**src/rtl/core/mud_pkg.sv**
```systemverilog
`default_nettype none
package mud_pkg;

  localparam int MAX_UOPS = 64;
  localparam int QDEPTH   = 4;
  localparam int QAW      = $clog2(QDEPTH);

  typedef logic [5:0] uop_t;

  // addressing micro-ops
  localparam uop_t A_IMM      = 6'd0;
  localparam uop_t A_ABS      = 6'd1;
  localparam uop_t A_ABS_NR   = 6'd2;
  localparam uop_t A_ABS_X    = 6'd3;
  localparam uop_t A_ABS_X_NR = 6'd4;
  localparam uop_t A_ABS_Y    = 6'd5;
  localparam uop_t A_ABS_Y_NR = 6'd6;
  localparam uop_t A_ZP       = 6'd7;
  localparam uop_t A_ZP_NR    = 6'd8;
  localparam uop_t A_ZP_X     = 6'd9;
  localparam uop_t A_ZP_X_NR  = 6'd10;
  localparam uop_t A_ZP_Y     = 6'd11;
  localparam uop_t A_ZP_Y_NR  = 6'd12;
  localparam uop_t A_ZP_XI    = 6'd13;
  localparam uop_t A_ZP_XI_NR = 6'd14;
  localparam uop_t A_ZP_IY    = 6'd15;
  localparam uop_t A_ZP_IY_NR = 6'd16;

  // body micro-ops
  localparam uop_t U_P_UNSET  = 6'd17;
  localparam uop_t U_P_SET    = 6'd18;
  localparam uop_t U_MOV      = 6'd19;
  localparam uop_t U_MOV_NF   = 6'd20;
  localparam uop_t U_LOAD     = 6'd21;
  localparam uop_t U_STORE    = 6'd22;
  localparam uop_t U_CMP      = 6'd23;
  localparam uop_t U_ADD_MEM  = 6'd24;
  localparam uop_t U_ADD_REG  = 6'd25;
  localparam uop_t U_BR_UNSET = 6'd26;
  localparam uop_t U_BR_SET   = 6'd27;
  localparam uop_t U_JMP      = 6'd28;
  localparam uop_t U_JMP_IND  = 6'd29;
  localparam uop_t U_JSR      = 6'd30;
  localparam uop_t U_RTS      = 6'd31;
  localparam uop_t U_ORA      = 6'd32;
  localparam uop_t U_AND      = 6'd33;
  localparam uop_t U_EOR      = 6'd34;
  localparam uop_t U_ADC      = 6'd35;
  localparam uop_t U_ASL      = 6'd36;
  localparam uop_t U_ASL_REG  = 6'd37;
  localparam uop_t U_ROL      = 6'd38;
  localparam uop_t U_ROL_REG  = 6'd39;
  localparam uop_t U_LSR      = 6'd40;
  localparam uop_t U_LSR_REG  = 6'd41;
  localparam uop_t U_ROR      = 6'd42;
  localparam uop_t U_ROR_REG  = 6'd43;

  localparam logic [7:0] F_C = 8'h01;
  localparam logic [7:0] F_Z = 8'h02;
  localparam logic [7:0] F_I = 8'h04;
  localparam logic [7:0] F_D = 8'h08;
  localparam logic [7:0] F_V = 8'h40;
  localparam logic [7:0] F_N = 8'h80;

  localparam logic [1:0] R_A = 2'd0;
  localparam logic [1:0] R_X = 2'd1;
  localparam logic [1:0] R_Y = 2'd2;
  localparam logic [1:0] R_S = 2'd3;

  localparam logic [7:0] INC_ONE = 8'h01;
  localparam logic [7:0] DEC_ONE = 8'hff;

  typedef struct packed {
    logic       vld;
    uop_t       code;
    logic [1:0] alen;
  } addr_t;

  typedef struct packed {
    logic        vld;
    uop_t        code;
    logic [1:0]  len;
    logic [15:0] pl;
  } body_t;

  // one decoded instruction, front to back
  typedef struct packed {
    logic        a_vld;
    uop_t        a_code;
    logic        b_vld;
    uop_t        b_code;
    logic [1:0]  b_len;
    logic [15:0] b_pl;
    logic [15:0] opnd;
    logic        done;
  } rec_t;

  typedef struct packed {
    uop_t        code;
    logic [1:0]  len;
    logic [15:0] pl;
    logic        nu;
    logic        last;
    logic        done;
  } res_t;

  function automatic addr_t addr_kind(input logic [7:0] op);
    addr_t r;
    r = '0;
    r.vld = 1'b1;
    r.alen = 2'd2;
    unique case (op)
      8'h09, 8'h29, 8'h49, 8'h69, 8'h89, 8'ha9, 8'hc9, 8'he9,
      8'h0b, 8'h2b, 8'h4b, 8'h6b, 8'h8b, 8'hab, 8'hcb, 8'heb,
      8'h80, 8'ha0, 8'hc0, 8'he0, 8'h82, 8'ha2, 8'hc2, 8'he2: begin
        r.code = A_IMM; r.alen = 2'd1;
      end
      8'h0d, 8'h2d, 8'h4d, 8'h6d, 8'had, 8'hcd, 8'hed,
      8'h0e, 8'h2e, 8'h4e, 8'h6e, 8'hae, 8'hce, 8'hee,
      8'h0f, 8'h2f, 8'h4f, 8'h6f, 8'haf, 8'hcf, 8'hef,
      8'h0c, 8'h2c, 8'hac, 8'hcc, 8'hec: r.code = A_ABS;
      8'h8c, 8'h8d, 8'h8e, 8'h8f: r.code = A_ABS_NR;
      8'h1c, 8'h3c, 8'h5c, 8'h7c, 8'h9c, 8'hbc, 8'hdc, 8'hfc,
      8'h1d, 8'h3d, 8'h5d, 8'h7d, 8'hbd, 8'hdd, 8'hfd,
      8'h1e, 8'h3e, 8'h5e, 8'h7e, 8'hde, 8'hfe,
      8'h1f, 8'h3f, 8'h5f, 8'h7f, 8'hdf, 8'hff: r.code = A_ABS_X;
      8'h9d: r.code = A_ABS_X_NR;
      8'h19, 8'h39, 8'h59, 8'h79, 8'hb9, 8'hd9, 8'hf9,
      8'h1b, 8'h3b, 8'h5b, 8'h7b, 8'h9b, 8'hbb, 8'hdb, 8'hfb,
      8'h9e, 8'hbe, 8'h9f, 8'hbf: r.code = A_ABS_Y;
      8'h99: r.code = A_ABS_Y_NR;
      8'h04, 8'h24, 8'h44, 8'h64, 8'ha4, 8'hc4, 8'he4,
      8'h05, 8'h25, 8'h45, 8'h65, 8'ha5, 8'hc5, 8'he5,
      8'h06, 8'h26, 8'h46, 8'h66, 8'ha6, 8'hc6, 8'he6,
      8'h07, 8'h27, 8'h47, 8'h67, 8'ha7, 8'hc7, 8'he7: begin
        r.code = A_ZP; r.alen = 2'd1;
      end
      8'h84, 8'h85, 8'h86, 8'h87: begin
        r.code = A_ZP_NR; r.alen = 2'd1;
      end
      8'h14, 8'h34, 8'h54, 8'h74, 8'hb4, 8'hd4, 8'hf4,
      8'h15, 8'h35, 8'h55, 8'h75, 8'hb5, 8'hd5, 8'hf5,
      8'h16, 8'h36, 8'h56, 8'h76, 8'hd6, 8'hf6,
      8'h17, 8'h37, 8'h57, 8'h77, 8'hd7, 8'hf7: begin
        r.code = A_ZP_X; r.alen = 2'd1;
      end
      8'h94, 8'h95: begin
        r.code = A_ZP_X_NR; r.alen = 2'd1;
      end
      8'hb6, 8'hb7: begin
        r.code = A_ZP_Y; r.alen = 2'd1;
      end
      8'h96, 8'h97: begin
        r.code = A_ZP_Y_NR; r.alen = 2'd1;
      end
      8'h01, 8'h21, 8'h41, 8'h61, 8'ha1, 8'hc1, 8'he1,
      8'h03, 8'h23, 8'h43, 8'h63, 8'ha3, 8'hc3, 8'he3: begin
        r.code = A_ZP_XI; r.alen = 2'd1;
      end
      8'h81, 8'h83: begin
        r.code = A_ZP_XI_NR; r.alen = 2'd1;
      end
      8'h11, 8'h31, 8'h51, 8'h71, 8'hb1, 8'hd1, 8'hf1,
      8'h13, 8'h33, 8'h53, 8'h73, 8'hb3, 8'hd3, 8'hf3: begin
        r.code = A_ZP_IY; r.alen = 2'd1;
      end
      8'h91, 8'h93: begin
        r.code = A_ZP_IY_NR; r.alen = 2'd1;
      end
      default: begin
        r.vld = 1'b0; r.alen = 2'd0;
      end
    endcase
    return r;
  endfunction

  function automatic logic [1:0] needed_operands(input logic [7:0] op);
    addr_t a;
    logic [1:0] n;
    a = addr_kind(op);
    unique case (op)
      8'h10, 8'h30, 8'h50, 8'h70, 8'h90, 8'hb0, 8'hd0, 8'hf0: n = 2'd1;
      8'h4c, 8'h6c, 8'h20: n = 2'd2;
      default: n = 2'd0;
    endcase
    return a.vld ? a.alen : n;
  endfunction

  // m is the byte length of a memory op
  function automatic body_t body_kind(input logic [7:0] op, input logic [1:0] m,
                                      input logic [15:0] opnd);
    body_t r;
    r = '0;
    r.vld = 1'b1;
    r.len = m;
    unique case (op)
      8'h18: begin r.code = U_P_UNSET; r.len = 2'd1; r.pl = {8'h0, F_C}; end
      8'h58: begin r.code = U_P_UNSET; r.len = 2'd1; r.pl = {8'h0, F_I}; end
      8'hb8: begin r.code = U_P_UNSET; r.len = 2'd1; r.pl = {8'h0, F_V}; end
      8'hd8: begin r.code = U_P_UNSET; r.len = 2'd1; r.pl = {8'h0, F_D}; end
      8'h38: begin r.code = U_P_SET;   r.len = 2'd1; r.pl = {8'h0, F_C}; end
      8'h78: begin r.code = U_P_SET;   r.len = 2'd1; r.pl = {8'h0, F_I}; end
      8'hf8: begin r.code = U_P_SET;   r.len = 2'd1; r.pl = {8'h0, F_D}; end
      8'haa: begin r.code = U_MOV;    r.len = 2'd1; r.pl = {12'h0, R_X, R_A}; end
      8'ha8: begin r.code = U_MOV;    r.len = 2'd1; r.pl = {12'h0, R_Y, R_A}; end
      8'hba: begin r.code = U_MOV_NF; r.len = 2'd1; r.pl = {12'h0, R_X, R_S}; end
      8'h8a: begin r.code = U_MOV;    r.len = 2'd1; r.pl = {12'h0, R_A, R_X}; end
      8'h9a: begin r.code = U_MOV;    r.len = 2'd1; r.pl = {12'h0, R_S, R_X}; end
      8'h98: begin r.code = U_MOV;    r.len = 2'd1; r.pl = {12'h0, R_A, R_Y}; end
      8'he8: begin r.code = U_ADD_REG; r.len = 2'd1; r.pl = {6'h0, R_X, INC_ONE}; end
      8'hc8: begin r.code = U_ADD_REG; r.len = 2'd1; r.pl = {6'h0, R_Y, INC_ONE}; end
      8'hca: begin r.code = U_ADD_REG; r.len = 2'd1; r.pl = {6'h0, R_X, DEC_ONE}; end
      8'h88: begin r.code = U_ADD_REG; r.len = 2'd1; r.pl = {6'h0, R_Y, DEC_ONE}; end
      8'h0a: begin r.code = U_ASL_REG; r.len = 2'd1; end
      8'h2a: begin r.code = U_ROL_REG; r.len = 2'd1; end
      8'h4a: begin r.code = U_LSR_REG; r.len = 2'd1; end
      8'h6a: begin r.code = U_ROR_REG; r.len = 2'd1; end
      8'h60: begin r.code = U_RTS;     r.len = 2'd1; end
      8'h10: begin r.code = U_BR_UNSET; r.len = 2'd2; r.pl = {opnd[7:0], F_N}; end
      8'h50: begin r.code = U_BR_UNSET; r.len = 2'd2; r.pl = {opnd[7:0], F_V}; end
      8'h90: begin r.code = U_BR_UNSET; r.len = 2'd2; r.pl = {opnd[7:0], F_C}; end
      8'hd0: begin r.code = U_BR_UNSET; r.len = 2'd2; r.pl = {opnd[7:0], F_Z}; end
      8'h30: begin r.code = U_BR_SET;   r.len = 2'd2; r.pl = {opnd[7:0], F_N}; end
      8'h70: begin r.code = U_BR_SET;   r.len = 2'd2; r.pl = {opnd[7:0], F_V}; end
      8'hb0: begin r.code = U_BR_SET;   r.len = 2'd2; r.pl = {opnd[7:0], F_C}; end
      8'hf0: begin r.code = U_BR_SET;   r.len = 2'd2; r.pl = {opnd[7:0], F_Z}; end
      8'h4c: begin r.code = U_JMP;     r.len = 2'd3; r.pl = opnd; end
      8'h6c: begin r.code = U_JMP_IND; r.len = 2'd3; r.pl = opnd; end
      8'h20: begin r.code = U_JSR;     r.len = 2'd3; r.pl = opnd; end
      8'ha1, 8'ha5, 8'ha9, 8'had, 8'hb1, 8'hb5, 8'hb9, 8'hbd: begin
        r.code = U_LOAD; r.pl = {14'h0, R_A};
      end
      8'ha2, 8'ha6, 8'hae, 8'hb6, 8'hbe: begin r.code = U_LOAD; r.pl = {14'h0, R_X}; end
      8'ha0, 8'ha4, 8'hac, 8'hb4, 8'hbc: begin r.code = U_LOAD; r.pl = {14'h0, R_Y}; end
      8'h81, 8'h85, 8'h89, 8'h8d, 8'h91, 8'h95, 8'h99, 8'h9d: begin
        r.code = U_STORE; r.pl = {14'h0, R_A};
      end
      8'h86, 8'h8e, 8'h96: begin r.code = U_STORE; r.pl = {14'h0, R_X}; end
      8'h84, 8'h8c, 8'h94: begin r.code = U_STORE; r.pl = {14'h0, R_Y}; end
      8'hc1, 8'hc5, 8'hc9, 8'hcd, 8'hd1, 8'hd5, 8'hd9, 8'hdd: begin
        r.code = U_CMP; r.pl = {14'h0, R_A};
      end
      8'he0, 8'he4, 8'hec: begin r.code = U_CMP; r.pl = {14'h0, R_X}; end
      8'hc0, 8'hc4, 8'hcc: begin r.code = U_CMP; r.pl = {14'h0, R_Y}; end
      8'he6, 8'hee, 8'hf6, 8'hfe: begin r.code = U_ADD_MEM; r.pl = {8'h0, INC_ONE}; end
      8'hc6, 8'hce, 8'hd6, 8'hde: begin r.code = U_ADD_MEM; r.pl = {8'h0, DEC_ONE}; end
      8'h01, 8'h05, 8'h09, 8'h0d, 8'h11, 8'h15, 8'h19, 8'h1d: r.code = U_ORA;
      8'h21, 8'h25, 8'h29, 8'h2d, 8'h31, 8'h35, 8'h39, 8'h3d: r.code = U_AND;
      8'h41, 8'h45, 8'h49, 8'h4d, 8'h51, 8'h55, 8'h59, 8'h5d: r.code = U_EOR;
      8'h61, 8'h65, 8'h69, 8'h6d, 8'h71, 8'h75, 8'h79, 8'h7d: r.code = U_ADC;
      8'he1, 8'he5, 8'he9, 8'hed, 8'hf1, 8'hf5, 8'hf9, 8'hfd: begin
        r.code = U_ADC; r.pl = {8'h0, DEC_ONE};
      end
      8'h06, 8'h0e, 8'h16, 8'h1e: r.code = U_ASL;
      8'h26, 8'h2e, 8'h36, 8'h3e: r.code = U_ROL;
      8'h46, 8'h4e, 8'h56, 8'h5e: r.code = U_LSR;
      8'h66, 8'h6e, 8'h76, 8'h7e: r.code = U_ROR;
      default: begin
        r.vld = 1'b0; r.len = 2'd0;
      end
    endcase
    return r;
  endfunction

endpackage
`default_nettype wire

```
**src/rtl/core/mud_front.sv**
```systemverilog
`default_nettype none
module mud_front import mud_pkg::*; (
  input  wire logic       clk,
  input  wire logic       rst,
  input  wire logic       in_valid,
  output logic            in_ready,
  input  wire logic [7:0] code_byte,
  input  wire logic       trace_start,
  input  wire logic       q_full,
  output logic            push,
  output rec_t            rec
);

  localparam logic [1:0] PH_OPCODE = 2'd0;
  localparam logic [1:0] PH_LOW    = 2'd1;
  localparam logic [1:0] PH_HIGH   = 2'd2;

  logic [1:0]  phase, phase_next;
  logic [7:0]  opcode_latch, opcode_latch_next;
  logic [7:0]  operand_low, operand_low_next;
  logic [6:0]  uop_count, uop_count_next;
  logic        trace_closed, trace_closed_next;

  logic        acc;
  logic [1:0]  eph;
  logic [6:0]  cnt_e;
  logic [6:0]  cnt_sum;
  logic        complete;
  logic        ends;
  logic [7:0]  op_c;
  logic [15:0] opnd;
  addr_t       ak;
  body_t       bk;

  always_comb begin
    in_ready = !q_full;
    acc = in_valid && in_ready;
    eph = trace_start ? PH_OPCODE : phase;
    cnt_e = trace_start ? 7'd0 : uop_count;

    phase_next = phase;
    opcode_latch_next = opcode_latch;
    operand_low_next = operand_low;
    uop_count_next = uop_count;
    trace_closed_next = trace_closed;
    complete = 1'b0;
    op_c = opcode_latch;
    opnd = '0;

    if (acc && (trace_start || !trace_closed)) begin
      phase_next = eph;
      uop_count_next = cnt_e;
      trace_closed_next = 1'b0;
      unique case (eph)
        PH_LOW: begin
          if (needed_operands(opcode_latch) == 2'd1) begin
            complete = 1'b1;
            opnd = {8'h0, code_byte};
          end else begin
            operand_low_next = code_byte;
            phase_next = PH_HIGH;
          end
        end
        PH_HIGH: begin
          complete = 1'b1;
          opnd = {code_byte, operand_low};
        end
        default: begin
          op_c = code_byte;
          opcode_latch_next = code_byte;
          if (needed_operands(code_byte) == 2'd0) begin
            complete = 1'b1;
          end else begin
            phase_next = PH_LOW;
          end
        end
      endcase
    end

    ak = addr_kind(op_c);
    bk = body_kind(op_c, 2'(ak.alen + 2'd1), opnd);
    cnt_sum = 7'(cnt_e + {6'd0, ak.vld} + {6'd0, bk.vld});
    ends = (bk.vld && bk.code >= U_BR_UNSET && bk.code <= U_RTS)
        || (cnt_sum >= 7'(MAX_UOPS - 4));

    if (complete) begin
      phase_next = PH_OPCODE;
      uop_count_next = cnt_sum;
      trace_closed_next = ends;
    end

    push = complete;
    rec.a_vld = ak.vld;
    rec.a_code = ak.code;
    rec.b_vld = bk.vld;
    rec.b_code = bk.code;
    rec.b_len = bk.len;
    rec.b_pl = bk.pl;
    rec.opnd = opnd;
    rec.done = ends;
  end

  always_ff @(posedge clk) begin
    if (rst) begin
      phase <= PH_OPCODE;
      opcode_latch <= '0;
      operand_low <= '0;
      uop_count <= '0;
      trace_closed <= 1'b1;
    end else begin
      phase <= phase_next;
      opcode_latch <= opcode_latch_next;
      operand_low <= operand_low_next;
      uop_count <= uop_count_next;
      trace_closed <= trace_closed_next;
    end
  end

endmodule
`default_nettype wire

```
**src/rtl/core/mud_queue.sv**
```systemverilog
`default_nettype none
module mud_queue import mud_pkg::*; (
  input  wire logic clk,
  input  wire logic rst,
  input  wire logic push,
  input  rec_t      wr_rec,
  output logic      full,
  output logic      head_vld,
  output rec_t      head,
  input  wire logic pop
);

  rec_t             mem [QDEPTH];
  logic [QAW-1:0]   wr_ptr;
  logic [QAW-1:0]   rd_ptr;
  logic [QAW:0]     count;

  always_comb begin
    full = (count == (QAW+1)'(QDEPTH));
    head_vld = (count != '0);
    head = mem[rd_ptr];
  end

  always_ff @(posedge clk) begin
    if (push) begin
      mem[wr_ptr] <= wr_rec;
    end
  end

  always_ff @(posedge clk) begin
    if (rst) begin
      wr_ptr <= '0;
      rd_ptr <= '0;
      count <= '0;
    end else begin
      if (push) begin
        wr_ptr <= wr_ptr + 1'b1;
      end
      if (pop) begin
        rd_ptr <= rd_ptr + 1'b1;
      end
      count <= count + (QAW+1)'(push) - (QAW+1)'(pop);
    end
  end

endmodule
`default_nettype wire

```
**src/rtl/core/mud_back.sv**
```systemverilog
`default_nettype none
module mud_back import mud_pkg::*; (
  input  wire logic clk,
  input  wire logic rst,
  input  wire logic head_vld,
  input  rec_t      head,
  output logic      pop,
  output logic      out_valid,
  input  wire logic out_ready,
  output res_t      res
);

  logic sub_sent, sub_sent_next;
  logic load;
  logic take;
  res_t cand;

  always_comb begin
    load = !out_valid || out_ready;
    take = head_vld && load;
    cand = '0;
    pop = 1'b0;
    sub_sent_next = sub_sent;
    priority if (!sub_sent && head.a_vld) begin
      // addressing micro-op first
      cand.code = head.a_code;
      cand.pl = head.opnd;
      cand.last = !head.b_vld;
      cand.done = !head.b_vld && head.done;
      if (take) begin
        if (head.b_vld) begin
          sub_sent_next = 1'b1;
        end else begin
          pop = 1'b1;
        end
      end
    end else if (head.b_vld) begin
      cand.code = head.b_code;
      cand.len = head.b_len;
      cand.pl = head.b_pl;
      cand.last = 1'b1;
      cand.done = head.done;
      if (take) begin
        pop = 1'b1;
        sub_sent_next = 1'b0;
      end
    end else begin
      // opcode with no micro-op
      cand.nu = 1'b1;
      cand.last = 1'b1;
      cand.done = head.done;
      if (take) begin
        pop = 1'b1;
      end
    end
  end

  always_ff @(posedge clk) begin
    if (rst) begin
      out_valid <= 1'b0;
      sub_sent <= 1'b0;
    end else begin
      sub_sent <= sub_sent_next;
      if (load) begin
        out_valid <= head_vld;
      end
    end
  end

  always_ff @(posedge clk) begin
    if (take) begin
      res <= cand;
    end
  end

endmodule
`default_nettype wire

```
**src/rtl/core/mos6502_uop_decoder_top.sv**
```systemverilog
`default_nettype none
// channel   dir  signals                                   per item
// s_axis    in   tdata[7:0] code_byte, tuser trace_start   one code byte
// m_axis    out  tdata uop_code/length/payload, tlast,     one micro-op result
//                tuser no_uop/trace_done
//
// one code byte accepted per cycle while the decode queue is not full; a finished
// instruction passes through a four-entry decode queue into the output register,
// and a two-micro-op instruction leaves as two results, addressing micro-op first
// rst clears phase, micro-op count and queue; the trace starts closed
// s_axis_tready drops only while the decode queue is full
module mos6502_uop_decoder_top import mud_pkg::*; (
  input  wire logic        clk,
  input  wire logic        rst,
  input  wire logic        s_axis_tvalid,
  output logic             s_axis_tready,
  input  wire logic [7:0]  s_axis_tdata,  // code_byte
  input  wire logic        s_axis_tuser,  // trace_start
  output logic             m_axis_tvalid,
  input  wire logic        m_axis_tready,
  output logic [23:0]      m_axis_tdata,  // uop_code[5:0], uop_length[7:6], uop_payload[23:8]
  output logic             m_axis_tlast,  // instr_last
  output logic [1:0]       m_axis_tuser   // no_uop[0], trace_done[1]
);

  logic q_full;
  logic push;
  rec_t wr_rec;
  logic head_vld;
  rec_t head;
  logic pop;
  res_t res;

  mud_front u_front (
    .clk         (clk),
    .rst         (rst),
    .in_valid    (s_axis_tvalid),
    .in_ready    (s_axis_tready),
    .code_byte   (s_axis_tdata),
    .trace_start (s_axis_tuser),
    .q_full      (q_full),
    .push        (push),
    .rec         (wr_rec)
  );

  mud_queue u_queue (
    .clk      (clk),
    .rst      (rst),
    .push     (push),
    .wr_rec   (wr_rec),
    .full     (q_full),
    .head_vld (head_vld),
    .head     (head),
    .pop      (pop)
  );

  mud_back u_back (
    .clk       (clk),
    .rst       (rst),
    .head_vld  (head_vld),
    .head      (head),
    .pop       (pop),
    .out_valid (m_axis_tvalid),
    .out_ready (m_axis_tready),
    .res       (res)
  );

  assign m_axis_tdata = {res.pl, res.len, res.code};
  assign m_axis_tlast = res.last;
  assign m_axis_tuser = {res.done, res.nu};

  a_no_overflow: assert property (@(posedge clk) disable iff (rst)
    push |-> !q_full) else $error("decode queue overflow");

  a_no_uop_zero: assert property (@(posedge clk) disable iff (rst)
    (m_axis_tvalid && m_axis_tuser[0]) |-> (m_axis_tdata == '0 && m_axis_tlast))
    else $error("no_uop result with nonzero fields");

  a_done_last: assert property (@(posedge clk) disable iff (rst)
    (m_axis_tvalid && m_axis_tuser[1]) |-> m_axis_tlast)
    else $error("trace_done before last result");

  a_code_range: assert property (@(posedge clk) disable iff (rst)
    m_axis_tvalid |-> (m_axis_tdata[5:0] <= U_ROR_REG))
    else $error("micro-op code out of range");

endmodule
`default_nettype wire

```
**config.mk**
```make
export PLATFORM = sky130hd
export DESIGN_NAME = mos6502_uop_decoder_top
export DESIGN_NICKNAME = d
export VERILOG_FILES = /design/src/rtl/core/mud_pkg.sv /design/src/rtl/core/mud_front.sv /design/src/rtl/core/mud_queue.sv /design/src/rtl/core/mud_back.sv /design/src/rtl/core/mos6502_uop_decoder_top.sv
export SDC_FILE = /design/constraint.sdc
export NUM_CORES = 1
export LEC_CHECK = 0
export BUFFER_PORTS_ARGS = -buffer_cell sky130_fd_sc_hd__buf_2
export CORE_MARGIN = 2
export CORE_UTILIZATION = 25
export CTS_BUF_LIST = sky130_fd_sc_hd__clkbuf_8
export DETAILED_ROUTE_END_ITERATION = 8
export PLACE_DENSITY = 0.43
export SYNTH_ARGS = -nofsm -noshare
export SYNTH_HDL_FRONTEND = slang
export SYNTH_SLANG_ARGS = --single-unit
```
**constraint.sdc**
```tcl
create_clock -name clk -period 5 [get_ports clk]
set_input_delay 0 -clock clk [delete_from_list [all_inputs] [get_ports clk]]
set_output_delay 0 -clock clk [all_outputs]
set_load 0.05 [all_outputs]
```
Word level (Yosys, flattened, before mapping)
Memories as Yosys holds them, arrays and structs flattened. A register that Yosys moved wholly into a read port is not among the register bits.
Index checks and enable logic that the tools add are counted.
- memories kept: 1
- flip-flop bits (word level): 62
- output and inout bits: 29
- word-level logic and storage cells: 826
- input bits: 13
- RAM bits: 192
- reductions and logical operators: 82
- $add $sub $neg: 7
- bitwise logic cells: 2
- equality and inequality tests: 653
- magnitude comparators: 3
- multiplexer cells: 62
- memory list (memory ; words ; width ; read ports ; clocked after Yosys merged registers in ; write ports ; line ; source):
    u_queue.mem ; 4 ; 48 ; 1 ; 1 ; 1 ; mud_queue.sv:13 ; rec_t mem [QDEPTH];
- operators by type and width (cell ; number):
    8-bit == test (second input constant) ; 337
    8-bit by 7-bit == test with 1-bit output (second input constant) ; 155
    8-bit by 6-bit == test with 1-bit output (second input constant) ; 80
    198-bit OR reduction ; 3
    120-bit OR reduction ; 3
    8-bit by 5-bit == test with 1-bit output (second input constant) ; 40
    16-bit one-hot mux with 17 select lines ; 1
    78-bit OR reduction ; 3
    6-bit one-hot mux with 27 select lines ; 1
    8-bit by 4-bit == test with 1-bit output (second input constant) ; 19
    143-bit OR reduction ; 1
    110-bit OR reduction ; 1
    8-bit by 3-bit == test with 1-bit output (second input constant) ; 12
    5-bit one-hot mux with 16 select lines ; 1
    14-bit OR reduction ; 4
    8-bit OR reduction ; 7
    26-bit OR reduction ; 2
    4-bit OR reduction ; 10
    18-bit OR reduction ; 2
    16-bit 2-to-1 mux ; 2
    16-bit one-hot mux with 2 select lines ; 1
    2-bit 2-to-1 mux ; 15
    28-bit OR reduction ; 1
    27-bit OR reduction ; 1
    36 further kinds ; 107

Longest topological paths before layout
Gate-level depths: netlist of the first run.
- depth after elaboration: 13
- depth in mapped cells: 23
- depth with buffers taken out: 18

Hierarchy
A second synthesis of the first run with hierarchy kept.
- cells, all modules: 1215
- area total of the unflattened synthesis: 14228.6 sq um
- by module, submodules not included (module ; seq. area each (sq um) ; instances ; cells each ; area an instance (sq um)):
    mud_queue ; 6065.8 ; 1 ; 298 ; 7532.2
    mud_front ; 520.5 ; 1 ; 797 ; 5429.0
    mud_back ; 850.8 ; 1 ; 120 ; 1267.5

Worst setup path before layout of the first run
Ideal clock, no wire load.
- kind: register to register
- from: register u_front.phase[1]
- to: register u_front.trace_closed
- arrival: 4.432 ns
- data required time: 4.878 ns
- clock period less this slack: 4.554 ns
- stages on the path, launching flop included: 20
- library setup time: 0.122 ns
- buffers on the path: 2
- setup slack: 0.446 ns
- cell sequence: dfxtp_1 > nor2b_1 > ha_1 > nand2_1 > nor3_4 > buf_2 > buf_2 > mux2i_1 > o2111ai_1 > a21oi_1 > o21ai_0 > nor4b_2 > nand3_1 > fa_1 > ha_1 > nand4_1 > nor2_1 > xnor2_1 > o211ai_1 > a221o_1
- RTL lines (item ; line ; source):
    from (decl) ; mud_front.sv:18 ; logic [1:0] phase, phase_next;
    from (signal assigned) ; mud_front.sv:111 ; phase <= phase_next;
    to (signal assigned) ; mud_front.sv:115 ; trace_closed <= trace_closed_next;
    to (decl) ; mud_front.sv:22 ; logic trace_closed, trace_closed_next;

==> results of run 1 <==
## flip-flops by register name, indices dropped and copies added (netlist names), 3 cells and up, named ones only
| signal | flops |
|---|---|
| u_back.res | 27 |
| u_front.opcode_latch | 8 |
| u_front.operand_low | 8 |
| u_front.uop_count | 7 |
| u_queue.count | 3 |
| u_queue.mem | 192 |
## synthesized netlist by cell type, types with 7 or more instances
| cell type | n |
|---|---|
| nand2_1 | 99 |
| xnor2_1 | 10 |
| a31oi_1 | 19 |
| mux2i_1 | 38 |
| mux4_2 | 47 |
| or2_2 | 10 |
| buf_2 | 26 |
| mux2_2 | 11 |
| nand4_1 | 20 |
| a311oi_1 | 11 |
| and2_1 | 15 |
| or4_1 | 12 |
| a22o_1 | 8 |
| a22oi_1 | 13 |
| nor4_1 | 17 |
| edfxtp_1 | 219 |
| buf_1 | 20 |
| inv_1 | 25 |
| o21ai_0 | 63 |
| buf_4 | 7 |
| a211oi_1 | 13 |
| a21oi_1 | 48 |
| nor2b_1 | 23 |
| nor2_1 | 108 |
| clkbuf_1 | 47 |
| o31ai_1 | 13 |
| ha_1 | 10 |
| dfxtp_1 | 37 |
| or3_1 | 8 |
| nor3_1 | 25 |
| nand2b_1 | 47 |
| and3_1 | 23 |
| o31a_1 | 9 |
| nand3_1 | 42 |
| o211ai_1 | 7 |
| nand3b_1 | 10 |
## metrics by stage
stage,total power [mW],setup slack [ns],hold slack [ns],cells
floorplan,4.41,0.446,0.180,1288
detailed placement,5.29,0.156,0.316,2116
global route,7.55,0.0101,0.0389,2216
finish,7.19,0.191,0.0749,2217
CTS,7.24,0.139,0.00881,2206
global placement,5.29,0.258,0.310,2116
## cell type report
cell class | count | area share
diodes | 2 | 0.000289
inverters | 27 | 0.00585
flip-flops and latches | 256 | 0.423
clock inverters | 35 | 0.0127
repair buffers | 193 | 0.0868
well taps | 756 | 0.0546
clock buffers | 48 | 0.0381
multi-input cells | 900 | 0.379
## cells by family after synthesis
logic type               synth area share
flip-flops                          0.508
multiplexers                        0.109
AO/OA/AOI/OAI                       0.141
adder cells (fa/ha/maj)            0.0115
AND/OR/NAND/NOR                     0.179
buffers and inverters              0.0413
XOR/XNOR                          0.00973
## repair_timing
action,in CTS,in global routing
gates resized for setup,0,12
hold buffers,7,0
setup buffers,0,7
endpoints found under the setup margin,0,7
hold endpoints to repair,23,0
## path summary, 6_finish.rpt
check                                          start                endpoint  cells after the start  slack, ns
worst max-delay path                u_front.phase[1]       u_queue.mem[2][0]                     18       0.19
worst min-delay path                 s_axis_tdata[1]  u_front.operand_low[1]                      4       0.07
worst max register to register      u_front.phase[1]       u_queue.mem[2][0]                     18       0.19
worst min register to register  u_front.uop_count[0]    u_front.uop_count[0]                      1       0.46
## layer usage
layer | wire length [µm] | vias up | part of all wire | GRT usage
li1 | - | 5254 | - | -
met1 | 25800 | 6004 | 0.45 | 0.263
met2 | 25400 | 579 | 0.44 | 0.293
met3 | 3690 | 145 | 0.064 | 0.0281
met4 | 2620 | 0 | 0.045 | 0.0812
met5 | 0 | - | 0 | 0
## power breakdown
part	internal, mW	switching [mW]	leakage (nW)	total (mW)
logic	0.832	1.71	3.18	2.55
clock network	1.04	0.873	0.503	1.91
registers	2.63	0.101	2.48	2.73
## worst min-delay path: stages
cell     delay (ns)
buf_2          0.21
buf_4          0.22
mux2i_1        0.13
nor2_1         0.05
==> reports/metrics.yaml, run 1 <==
run_status: "completed"
htreeDepth: 2
synth.avg_cell_area_um2: 11.2
grt.overflow.total: 0
synthCells: 1288
synth_warnings: 0
syn_nets: 1313
synth.cell_area_um2: 14400
ir_drop_uv: 213
worst_setup_path_end_kind: "flip-flop"
ys.flop_type: "edfxtp_1"
totalWireLength_um: 57600
finalSetupViolCount: 0
critical_path.slowest_cell: "a2111oi_1"
finalSetupTns_ns: 0
first_pass_iters: 6
cp_cell_sequence: "nor2b_2 -> ha_2 -> and2_1 -> buf_4 -> a31oi_1 -> a2111oi_1 -> o211ai_1 -> a21oi_2 -> o21ai_0 -> nor4b_2 -> buf_4 -> nand3_1 -> fa_1 -> ha_1 -> xnor2_1 -> or4_1 -> o211ai_1 -> buf_4"
grt_pass1_vias: 11769
drtIter0Drc: 1383
antenna_found_initial: 3
clock-sinks: 256
crit_fanout: 10
grt_max_degree: 49
synth_edf_count: 219
required_ns: 5.46
power.density_nw_per_um2: 415
fin_crit_ns: 4.81
port_buffers: 41
fin_area_um2: 17300
grt_util_all_layers: 0.189
coreArea_um2: 56700
arrival_ns: 5.27
wl_per_cell_um: 26.0
cp_num_buf_inv: 3
layout_commonest_cell: "edfxtp_1"
row_count: 87
via_count: 11982
vias_per_cell: 5.40
tightestPinTransition_ns: 0.982
placed_cell_area_um2: 16200
ant_nets: 0
skew_ns: 0.0231
drc: 0
cts_tree: "built"
finalMaxSlewViolations: 0
dp_hpwl_um: 41600
drive_gt1_frac: 0.238
gp_congestion: 0.997
synth.distinct_cells: 89
die_w_um: 244
synth-seq-area-share: 0.508
cp_slowest_stage_delay_ns: 0.55
rsz0062_at_grt: "no"
synthTopCellsByArea: "edfxtp_1 (46%), mux4_2 (7.3%), dfxtp_1 (5.1%)"
fmax_mhz: 208
hold_viol: 0
io-pin-count: 42
initial_core_util: 0.254
synth_top_area_frac: 0.456
setup.worst_path.start_class: "flip-flop"
cts_buffer_depth: 3
fillers: 5898
area_growth_pct: 20.2
die_y_um: 244
numCtsBuffers: 45
yosys.area.top_type: "edfxtp_1"
relSlewSlack: 0.340
max_cap_viol_count: 0
clkTransAtPathRegs_ns: 0.07
multi_input_area_um2: 6560
regArea_um2: 7320
post-route-util: 0.305
clk_latency_ns: 0.59
critPathKind: "flip-flop to flip-flop"
synth_seq_cells: 256
final.period_utilization: 0.962
final_cell_mix: "edfxtp_1 (219), buf_4 (134), nor2_1 (108)"
hold_path.class: "input port to flip-flop"
final_nets: 1448
grt_first_pass_wirelength_um: 83200
synth-async-reset-ratio: 0
root_buffer: "clkbuf_8"
leakagePower_nw: 6.16
design.die.area_um2: 59600
cp_common_cell: "buf_4"
cpLargestDelayFamily: "compound AO/OA/AOI/OAI gates"
(Power assumes the default switching activity.)
==> run 2, diff against run 1 <==
- ABC_AREA: not set -> 1
- CORE_MARGIN: 2 -> 1.5
- CTS_CLUSTER_DIAMETER: not set -> 60
==> run 2 against run 1 <==
Against the previous run: fmax grew 3.8%; count of clock-buffer cells in the layout is 2 lower; cell area up 0.84%; register-to-register slack gained 0.18 ns; global-route usage is 0.86 points lower; flip-flop and latch count did not move; wire length down 8.5%; hold slack gained 0.078 ns; sequential share of layout area fell by 0.37 points; synthesized cell count increased by 29%; combinational power grew 43%; critical endpoint unchanged.
==> reports/metrics.yaml, run 2 <==
tightestPinTransition_ns: 0.978  # was 0.982 ns
final_nets: 1906  # was 1,448
synth_warnings: 0  # unchanged
required_ns: 5.32  # was 5.46 ns
synthTopCellsByArea: "edfxtp_1 (46%), nand2_1 (8.6%), nor2_1 (7.1%)"  # was edfxtp_1 (46%), mux4_2 (7.3%), dfxtp_1 (5.1%)
grt_first_pass_wirelength_um: 78900  # was 83,200 µm
use_met2: 0.289  # was 0.293
fillers: 5993  # was 5,898
finalMaxSlewViolations: 0  # unchanged
run_status: "completed"  # unchanged
grt_util_all_layers: 0.181  # was 0.189
synth_top_area_frac: 0.464  # was 0.456
power.density_nw_per_um2: 476  # was 415 nW/µm²
gr-usage-met1: 0.254  # was 0.263
area_growth_pct: 23.3  # was 20.2%
grt.overflow.total: 0  # unchanged
synth.cell_area_um2: 14200  # was 14,400 µm²
final.period_utilization: 0.927  # was 0.962
die_y_um: 241  # was 244 µm
htreeDepth: 2  # unchanged
max_cap_viol_count: 0  # unchanged
row_count: 87  # unchanged
finalSetupTns_ns: 0  # unchanged
fin_crit_ns: 4.63  # was 4.81 ns
synth-seq-area-share: 0.517  # was 0.508
antenna_found_initial: 1  # was 3
critPathKind: "flip-flop to flip-flop"  # unchanged
regArea_um2: 7320  # about the same
hold_ws_ns: 0.153  # was 0.0749 ns
fmax_mhz: 216  # was 208 MHz
worst_setup_path_end_kind: "flip-flop"  # unchanged
synth_edf_count: 219  # unchanged
finalSetupViolCount: 0  # unchanged
synth_most_common_cell: "nand2_1"  # was edfxtp_1
io-pin-count: 42  # unchanged
initial_core_util: 0.252  # was 0.254
first_pass_iters: 5  # was 6
synth.distinct_cells: 53  # was 89
clock-sinks: 256  # unchanged
layout_commonest_cell: "nand2_1"  # was edfxtp_1
grt_pass1_vias: 12364  # was 11,769
reg_top3: "u_queue.mem: 192 flops, u_back.res: 27 flops"  # unchanged
skew_ns: 0.0180  # was 0.0231 ns
synth_seq_cells: 256  # unchanged
gp_congestion: 0.989  # was 0.997
met3_usage: 0.0241  # was 0.0281
ant_nets: 0  # unchanged
dp_hpwl_um: 37800  # was 41,600 µm
hold_viol: 0  # unchanged
via_count: 12908  # was 11,982
ys.flop_type: "edfxtp_1"  # unchanged
multi_input_area_um2: 6160  # was 6560 µm²
post-route-util: 0.311  # was 0.305
clkTransAtPathRegs_ns: 0.06  # was 0.07 ns
largest_register_ffs: 192  # unchanged
clk_latency_ns: 0.59  # about the same
vias_per_cell: 4.83  # was 5.40
numCtsBuffers: 46  # was 45
cts_tree: "built"  # unchanged
arrival_ns: 4.95  # was 5.27 ns
synth.avg_cell_area_um2: 8.51  # was 11.2 µm²
drc: 0  # unchanged
setup.worst_path.start_class: "flip-flop"  # unchanged
hold_path.class: "input port to flip-flop"  # unchanged
yosys.area.top_type: "edfxtp_1"  # unchanged
final_cell_mix: "nand2_1 (324), nor2_1 (260), edfxtp_1 (219)"  # was edfxtp_1 (219), buf_4 (134), nor2_1 (108)
synth-async-reset-ratio: 0  # unchanged
totalWireLength_um: 52700  # was 57,600 µm
ir_drop_uv: 259  # was 213 µV
grt_max_degree: 93  # was 49
drive_gt1_frac: 0.204  # was 0.238
cts_buffer_depth: 3  # unchanged
synth_commonest_cells: "nand2_1 (326), nor2_1 (269), edfxtp_1 (219)"  # was edfxtp_1 (219), nor2_1 (108), nand2_1 (99)
relSlewSlack: 0.348  # was 0.340
root_buffer: "clkbuf_8"  # unchanged
syn_nets: 1690  # was 1,313
synthCells: 1665  # was 1,288
leakagePower_nw: 7.02  # was 6.16 nW
port_buffers: 41  # unchanged
coreArea_um2: 56200  # was 56,700 µm²
largest_register: "u_queue.mem"  # unchanged
crit_fanout: 18  # was 10
die_w_um: 241  # was 244 µm
grt.busiest_layer: "met2"  # unchanged
wl_per_cell_um: 19.7  # was 26.0 µm
drtIter0Drc: 1149  # was 1,383
design.die.area_um2: 58100  # was 59,600 µm²
run 2: metal layers:
layer | up-vias | share of wire
met5 | - | 0
met4 | 0 | 0.023
met3 | 86 | 0.046
met2 | 411 | 0.45
met1 | 6217 | 0.48
li1 | 6194 | -
run 2: timing repair:
item / in CTS / in global routing
setup endpoints to repair: 5 / 10
pin swaps: 0 / 6
buffers inserted: 0 / 6
endpoints found under the hold margin: 28 / 0
gates resized for setup: 1 / 18
hold buffers: 10 / 0
run 2: layout make-up:
type / count / area share
Antenna cell: 1 / 0.000143
Clock buffer: 46 / 0.0363
Clock inverter: 35 / 0.0102
Inverter: 135 / 0.0292
Multi-Input combinational cell: 1211 / 0.353
Sequential cell: 256 / 0.419
Tap cell: 756 / 0.0542
Timing Repair Buffer: 231 / 0.0984
run 2: kinds of logic (layout without fill, tap and decap cells):
logic type	after synthesis	after routing	synth area share
AND/OR/NAND/NOR	833	833	0.267
buffers and inverters	198	447	0.0566
AO/OA/AOI/OAI	360	360	0.144
adder cells (fa/ha/maj)	12	12	0.0117
flip-flops	256	256	0.517
XOR/XNOR	6	6	0.00371
other	0	1	0
run 2: worst paths after layout:
path | start | slack, ns | to | cells after the start
setup reg to reg | u_front.phase[0] | 0.37 | u_queue.mem[2][0] | 26
hold reg to reg | u_queue.rd_ptr[1] | 0.46 | flip-flop | 2
hold / removal | s_axis_tdata[4] | 0.15 | u_front.operand_low[4] | 3
setup / recovery | u_front.phase[0] | 0.37 | u_queue.mem[2][0] | 26
run 2: critical path, cell delays in order (launching register included):
cell and delay [ns]:
dfxtp_1 0.33, nand2_1 0.11, ha_2 0.39, buf_12 0.15, nand2_1 0.06, nand2_1 0.09, nand3_1 0.09, nand2_2 0.09
buf_4 0.13, nand2_4 0.08, nor2_1 0.48, nand2_1 0.12, nand3_1 0.15, o21bai_1 0.22, buf_4 0.20, nor3_1 0.05
nand2_1 0.15, nor2_2 0.06, nand2_1 0.13, fa_2 0.24, ha_1 0.14, inv_1 0.06, nor3_1 0.27, nand3_1 0.14
xor2_1 0.19, nor2_1 0.15, nand2_2 0.10
run 2: per-stage QoR:
step	cells	setup slack, ns	power, mW	cell area, µm²
6_report	2671	0.367	8.32	17500
5_1_grt	2671	-0.0339	8.84	17500
4_1_cts	2664	0.0428	8.37	17400
3_5_place_dp	2573	-0.00156	6.54	16400
3_3_place_gp	2573	-0.0307	6.55	16400
2_1_floorplan	1665	0.673	5.11	14200
run 2: where the power goes:
group / internal [mW] / switching [mW] / total [mW]
combinational: 1.02 / 2.63 / 3.65
clock: 0.910 / 0.883 / 1.79
sequential: 2.75 / 0.134 / 2.88
total: 4.68 / 3.64 / 8.32
